[config.mk]
export PLATFORM = sky130hd
export DESIGN_NAME = gms_ctrl
export DESIGN_NICKNAME = d
export VERILOG_FILES = /design/src/sv/gms_pkg.sv /design/src/sv/gms_ctrl.sv
export SDC_FILE = /design/constraint.sdc
export NUM_CORES = 1
export LEC_CHECK = 0
export BUFFER_PORTS_ARGS = -buffer_cell sky130_fd_sc_hd__buf_2
export CORE_ASPECT_RATIO = 1.25
export CORE_MARGIN = 10
export CORE_UTILIZATION = 60
export DETAILED_ROUTE_END_ITERATION = 16
export PLACE_DENSITY = 0.87
export SETUP_SLACK_MARGIN = 0.5
export SLEW_MARGIN = 20
export SYNTH_ARGS = -nofsm -noshare
export SYNTH_HDL_FRONTEND = slang
export SYNTH_SLANG_ARGS = --single-unit
[constraint.sdc]
create_clock -name clk -period 12 [get_ports clk]
set_input_delay 0 -clock clk [delete_from_list [all_inputs] [get_ports clk]]
set_output_delay 0 -clock clk [all_outputs]
set_load 0.01 [all_outputs]
[src/sv/gms_pkg.sv]
`timescale 1ns / 1ps
// gms_pkg: shared constants, register codes and item flag type for the morphology block
// no dependencies
package gms_pkg;

    localparam int DEF_MAX_RADIUS = 3;
    localparam int DEF_MAX_WIDTH  = 1024;
    localparam int DEF_PIXEL_BITS = 8;

    localparam int ROW_BITS     = 13;
    localparam int HEIGHT_LIMIT = 4096;
    localparam int RAD_BITS     = 2;
    localparam int CFG_W_BITS   = 11;
    localparam int CFG_H_BITS   = 13;
    localparam int OUT_X_BITS   = 10;
    localparam int OUT_Y_BITS   = 12;
    localparam int ADDR_BITS    = 4;
    localparam int DATA_BITS    = 32;

    localparam logic [CFG_W_BITS-1:0] RESET_WIDTH  = 11'd1024;
    localparam logic [CFG_H_BITS-1:0] RESET_HEIGHT = 13'd1024;
    localparam logic [RAD_BITS-1:0]   RESET_RADIUS = 2'd1;

    typedef enum logic [1:0] {
        REG_MODE   = 2'd0,
        REG_RADIUS = 2'd1,
        REG_WIDTH  = 2'd2,
        REG_HEIGHT = 2'd3
    } reg_idx_t;

    typedef struct packed {
        logic has_out;
        logic last;
        logic clr;
    } item_flags_t;

endpackage

[src/sv/gms_ctrl.sv]
`timescale 1ns / 1ps
// gms_ctrl: raster counters, frame bookkeeping and output lag check per accepted word
// depends on gms_pkg
module gms_ctrl #(
    parameter int MAX_RADIUS = gms_pkg::DEF_MAX_RADIUS,
    parameter int MAX_WIDTH  = gms_pkg::DEF_MAX_WIDTH,
    parameter int PIXEL_BITS = gms_pkg::DEF_PIXEL_BITS,
    parameter int CW         = $clog2(MAX_WIDTH),
    parameter int WW         = $clog2(MAX_WIDTH + 1)
) (
    input  logic                          clk,
    input  logic                          rst_n,
    input  logic                          accept,
    input  logic                          kind,
    input  logic [PIXEL_BITS-1:0]         pixel_in,
    input  logic [gms_pkg::RAD_BITS-1:0]  window_radius,
    input  logic [gms_pkg::CFG_W_BITS-1:0] image_width,
    input  logic [gms_pkg::CFG_H_BITS-1:0] image_height,
    output logic [WW-1:0]                 width_eff,
    output logic [gms_pkg::ROW_BITS-1:0]  height_eff,
    output logic [gms_pkg::RAD_BITS-1:0]  radius_eff,
    output logic                          push,
    output logic [CW-1:0]                 col,
    output logic [gms_pkg::ROW_BITS-1:0]  row,
    output logic [PIXEL_BITS-1:0]         sample,
    output logic [CW-1:0]                 ox,
    output logic [gms_pkg::ROW_BITS-1:0]  oy,
    output gms_pkg::item_flags_t          flags
);
    import gms_pkg::*;

    localparam int PW = ROW_BITS + WW;

    logic [CW-1:0]       in_col_reg, in_col_next, out_col_reg, out_col_next;
    logic [ROW_BITS-1:0] in_row_reg, in_row_next, out_row_reg, out_row_next;
    logic                pend_reg, pend_next;
    logic [CW-1:0]       in_col0, out_col0, in_col1, out_col1;
    logic [ROW_BITS-1:0] in_row0, out_row0, in_row1, out_row1;
    logic                nf_start, in_frame, has_out, last;
    logic [PW-1:0]       pos, lag;

    // effective configuration
    always_comb
    begin
        if (image_width == '0)
            width_eff = WW'(1);
        else if (32'(image_width) > MAX_WIDTH)
            width_eff = WW'(MAX_WIDTH);
        else
            width_eff = WW'(image_width);
        if (image_height == '0)
            height_eff = ROW_BITS'(1);
        else if (32'(image_height) > HEIGHT_LIMIT)
            height_eff = ROW_BITS'(HEIGHT_LIMIT);
        else
            height_eff = ROW_BITS'(image_height);
        if (32'(window_radius) > MAX_RADIUS)
            radius_eff = RAD_BITS'(MAX_RADIUS);
        else
            radius_eff = window_radius;
    end

    // wrap, frame restart and lag
    always_comb
    begin
        if (WW'(in_col_reg) >= width_eff)
        begin
            in_col0 = '0;
            in_row0 = in_row_reg + 1'b1;
        end
        else
        begin
            in_col0 = in_col_reg;
            in_row0 = in_row_reg;
        end
        if (WW'(out_col_reg) >= width_eff)
        begin
            out_col0 = '0;
            out_row0 = out_row_reg + 1'b1;
        end
        else
        begin
            out_col0 = out_col_reg;
            out_row0 = out_row_reg;
        end
        nf_start = (out_row0 >= height_eff);
        if (nf_start)
        begin
            in_col0  = '0;
            in_row0  = '0;
            out_col0 = '0;
            out_row0 = '0;
        end
        in_frame = (in_row0 < height_eff);
        push     = !(in_frame && kind);
        sample   = in_frame ? pixel_in : '0;
        pos      = PW'(in_row0) * PW'(width_eff) + PW'(in_col0);
        lag      = PW'(radius_eff) * PW'(width_eff) + PW'(radius_eff);
        has_out  = (pos >= lag);
        last     = (WW'(out_col0) == width_eff - 1'b1) && (out_row0 == height_eff - 1'b1);
        if (WW'(in_col0) + WW'(1) >= width_eff)
        begin
            in_col1 = '0;
            in_row1 = in_row0 + 1'b1;
        end
        else
        begin
            in_col1 = in_col0 + CW'(1);
            in_row1 = in_row0;
        end
        if (WW'(out_col0) + WW'(1) >= width_eff)
        begin
            out_col1 = '0;
            out_row1 = out_row0 + 1'b1;
        end
        else
        begin
            out_col1 = out_col0 + CW'(1);
            out_row1 = out_row0;
        end
    end

    assign col   = in_col0;
    assign row   = in_row0;
    assign ox    = out_col0;
    assign oy    = out_row0;
    assign flags = '{has_out: has_out, last: has_out && last, clr: pend_reg || nf_start};

    always_comb
    begin
        in_col_next  = in_col_reg;
        in_row_next  = in_row_reg;
        out_col_next = out_col_reg;
        out_row_next = out_row_reg;
        pend_next    = pend_reg;
        if (accept)
        begin
            pend_next = push ? (has_out && last) : (pend_reg || nf_start);
            if (push)
            begin
                in_col_next = in_col1;
                in_row_next = in_row1;
            end
            else
            begin
                in_col_next = in_col0;
                in_row_next = in_row0;
            end
            if (push && has_out)
            begin
                out_col_next = out_col1;
                out_row_next = out_row1;
                if (last)
                begin
                    in_col_next  = '0;
                    in_row_next  = '0;
                    out_col_next = '0;
                    out_row_next = '0;
                end
            end
            else
            begin
                out_col_next = out_col0;
                out_row_next = out_row0;
            end
        end
    end

    always_ff @(posedge clk or negedge rst_n)
    begin
        if (!rst_n)
        begin
            in_col_reg  <= '0;
            in_row_reg  <= '0;
            out_col_reg <= '0;
            out_row_reg <= '0;
            pend_reg    <= 1'b0;
        end
        else
        begin
            in_col_reg  <= in_col_next;
            in_row_reg  <= in_row_next;
            out_col_reg <= out_col_next;
            out_row_reg <= out_row_next;
            pend_reg    <= pend_next;
        end
    end

endmodule

==> flow_summary.json <==
{
  "outcome": "complete, no violations",
  "internal_power_mw": 0.419,
  "skew_ps": 6.40,
  "synth_area_mm2": 0.0129,
  "rsz0062_at_grt": "yes",
  "clkLatencyLatePin_ps": 300,
  "drive_gt1_frac": 0.117,
  "path_clk_slew_ps": 70,
  "async_flop_share": 1.00,
  "boundaryPins": 122,
  "finalSetupTns_ps": 0,
  "antenna_found_initial": 0,
  "netlist_instances": 1692,
  "coreArea_mm2": 0.0210,
  "drc_errors": 0,
  "timing.final.crit_share": 0.913,
  "netSwitchingFraction": 0.470,
  "critical_path_class": "reg -> reg",
  "fin_cells": 2061,
  "cp.required_ps": 12190,
  "die_area_mm2": 0.0278,
  "synthFlopType": "dfrtp_1",
  "finalNetCount": 2107,
  "ys_warn_count": 0,
  "wl_per_cell_um": 21.8,
  "dp_hpwl_um": 36100,
  "final_common_cell": "nand2_1",
  "cts_root_buf": "clkbuf_16",
  "ys_seq_area_frac": 0.0912,
  "yosysTopAreaCellShare": 0.171,
  "fp-row-count": 59,
  "powerDensity_mw_per_mm2": 56.2,
  "clock_path_buffers": 2,
  "first_global_vias": 13500,
  "reg2reg_depth": 35,
  "die_h_um": 184,
  "syn_area_per_cell_um2": 7.62,
  "fmax_mhz": 91.2,
  "fin_util": 0.671,
  "period_needed_ps": 10960,
  "ys_ff_latch": 47,
  "pwr-share-seq": 0.239,
  "area_growth_pct": 9.10,
  "die_w_um": 151,
  "reg2reg_to": "out_row_reg[2]$_DFFE_PN0P_",
  "wirelength_um": 45000,
  "grt_overflow": 0,
  "min_path_cells": 2,
  "grt_pass1_wl_um": 71200,
  "r2r-start": "out_col_reg[2]$_DFFE_PN0P_",
  "tritoncts": "done",
  "drv_slew": 0,
  "worst-r2r-setup-slack_ps": 1040,
  "min_to": "radius_eff[1]",
  "gp_congestion": 1.04,
  "grt_max_degree": 48,
  "synthTopCellsByArea": "fa_1 17%, ha_1 17%, dfrtp_1 9.1%",
  "start_util": 0.615,
  "place_inst": 2051,
  "synth_nets": 2013,
  "finalHoldViolCount": 0,
  "critPathSlowestCell": "o311ai_0",
  "p_leak_nw": 7.30,
  "p_sw_mw": 0.372,
  "mostFrequentLayoutCells": "227 x nand2_1, 218 x inv_1, 173 x ha_1",
  "power.total_mw": 0.791,
  "portBuffers": 121,
  "cp_max_fo": 29,
  "h-tree-depth": 2,
  "cp.arrival_ps": 11150,
  "hold_class": "in -> out",
  "antennaDiodeCount": 0,
  "cts-buffers-inserted": 5,
  "synth-edff-count": 0,
  "grtUsageTotal": 0.321,
  "critPathCaptureType": "register",
  "drt_pass1_iterations": 8,
  "drtIter0Drc": 991,
  "slowest_delay_ps": 680,
  "vdd_drop_max_mv": 0.0670,
  "tightest_slew_ps": 905,
  "route.antenna.remaining_nets": 0,
  "crit_path_start": "out_col_reg[2]$_DFFE_PN0P_",
  "p_comb_frac": 0.540,
  "synth_cell_type_count": 88,
  "worst_setup_path_start_kind": "register",
  "clkPwrFrac": 0.221,
  "min_from": "window_radius[1]",
  "routed_via_density": 6.38,
  "finalSetupViolations": 0,
  "maxCapViolCount": 0,
  "synth_top_area_cell": "fa_1",
  "cts_sinks": 47,
  "max_slew_margin": 0.389,
  "vias": 13200
}
[layout make-up]
cell class / count / area, µm²
Sequential cell: 47 / 1180
Clock inverter: 2 / 38.8
Fill cell: 1806 / 6890
Tap cell: 274 / 343
Multi-Input combinational cell: 1337 / 10600
Inverter: 229 / 862
Timing Repair Buffer: 166 / 958
Clock buffer: 6 / 139
[worst max-delay path by stage]
stage / end / slack [ps] / depth (start not counted)
after floorplan: out_row_reg[7]$_DFFE_PN0P_ / 1220 / 48
after global placement: out_row_reg[12]$_DFFE_PN0P_ / 990 / 44
after detailed placement: out_row_reg[12]$_DFFE_PN0P_ / 780 / 47
after CTS: out_row_reg[12]$_DFFE_PN0P_ / 990 / 40
after global routing: out_row_reg[2]$_DFFE_PN0P_ / 500 / 47
final: out_row_reg[2]$_DFFE_PN0P_ / 1040 / 35
[logic make-up (layout without fill, tap and decap cells)]
group / Yosys count / after routing / share of synthesized area
compound gates: 298 / 298 / 0.161
mux: 11 / 11 / 0.00883
xor+xnor: 90 / 90 / 0.0617
simple gates: 655 / 655 / 0.245
buf+inv: 308 / 403 / 0.0931
flops: 47 / 47 / 0.0912
fa+ha+maj: 283 / 283 / 0.338
[synthesized netlist by cell type (all sizes together) (6+ instances only)]
| cell type | instances |
|---|---|
| o21a | 9 |
| nand3 | 53 |
| and4 | 6 |
| nor4 | 19 |
| a21oi | 76 |
| clkinv | 7 |
| inv | 222 |
| xor2 | 30 |
| o2bb2ai | 10 |
| a31oi | 11 |
| fa | 110 |
| nand2 | 227 |
| nor2b | 16 |
| a21o | 32 |
| a22o | 8 |
| nor2 | 150 |
| nor3 | 52 |
| xnor2 | 60 |
| or4 | 6 |
| clkbuf | 52 |
| a31o | 8 |
| dfrtp | 47 |
| ha | 173 |
| nand4 | 23 |
| or3 | 11 |
| and3 | 28 |
| a211oi | 16 |
| o31ai | 19 |
| mux2i | 8 |
| nand2b | 16 |
| and2 | 28 |
| buf | 27 |
| o21ai | 48 |
| o211ai | 10 |
[timing repair]
action / in CTS / in global routing
gates resized for setup: 0 / 4
setup endpoints to repair: 0 / 46
hold endpoints to repair: 47 / 0
hold buffers: 1 / 0
buffers inserted: 0 / 1
[per-stage QoR]
stage / area [µm²] / setup WS (ps) / hold WS, ps
finish: 14100 / 1040 / 243
global route: 14100 / 498 / 247
CTS: 14000 / 994 / 242
floorplan: 12900 / 1220 / -296
detailed placement: 13900 / 783 / 151
global placement: 13900 / 993 / 154
[power groups by stage]
stage	registers [mW]	clock network (mW)	logic, mW
floorplan	0.182	0	0.271
global placement	0.191	0	0.405
detailed placement	0.191	0	0.415
CTS	0.188	0.174	0.419
global route	0.191	0.179	0.468
finish	0.189	0.175	0.427
[worst max-delay path, delay by kind of cell (launching register included)]
kind / cells / cell delay [ps]
xor+xnor: 2 / 330
simple gates: 7 / 1850
flops: 1 / 540
compound gates: 12 / 3380
buf+inv: 6 / 1000
fa+ha+maj: 8 / 3700
[routing by layer]
layer / vias to the layer above / global-route usage / share of wire
met4: 0 / 0.210 / 0.076
met5: - / 0 / 0
li1: 5930 / - / -
met1: 6230 / 0.360 / 0.34
met3: 222 / 0.0470 / 0.095
met2: 774 / 0.555 / 0.49
Note: power is estimated with default switching activity, not from simulation.
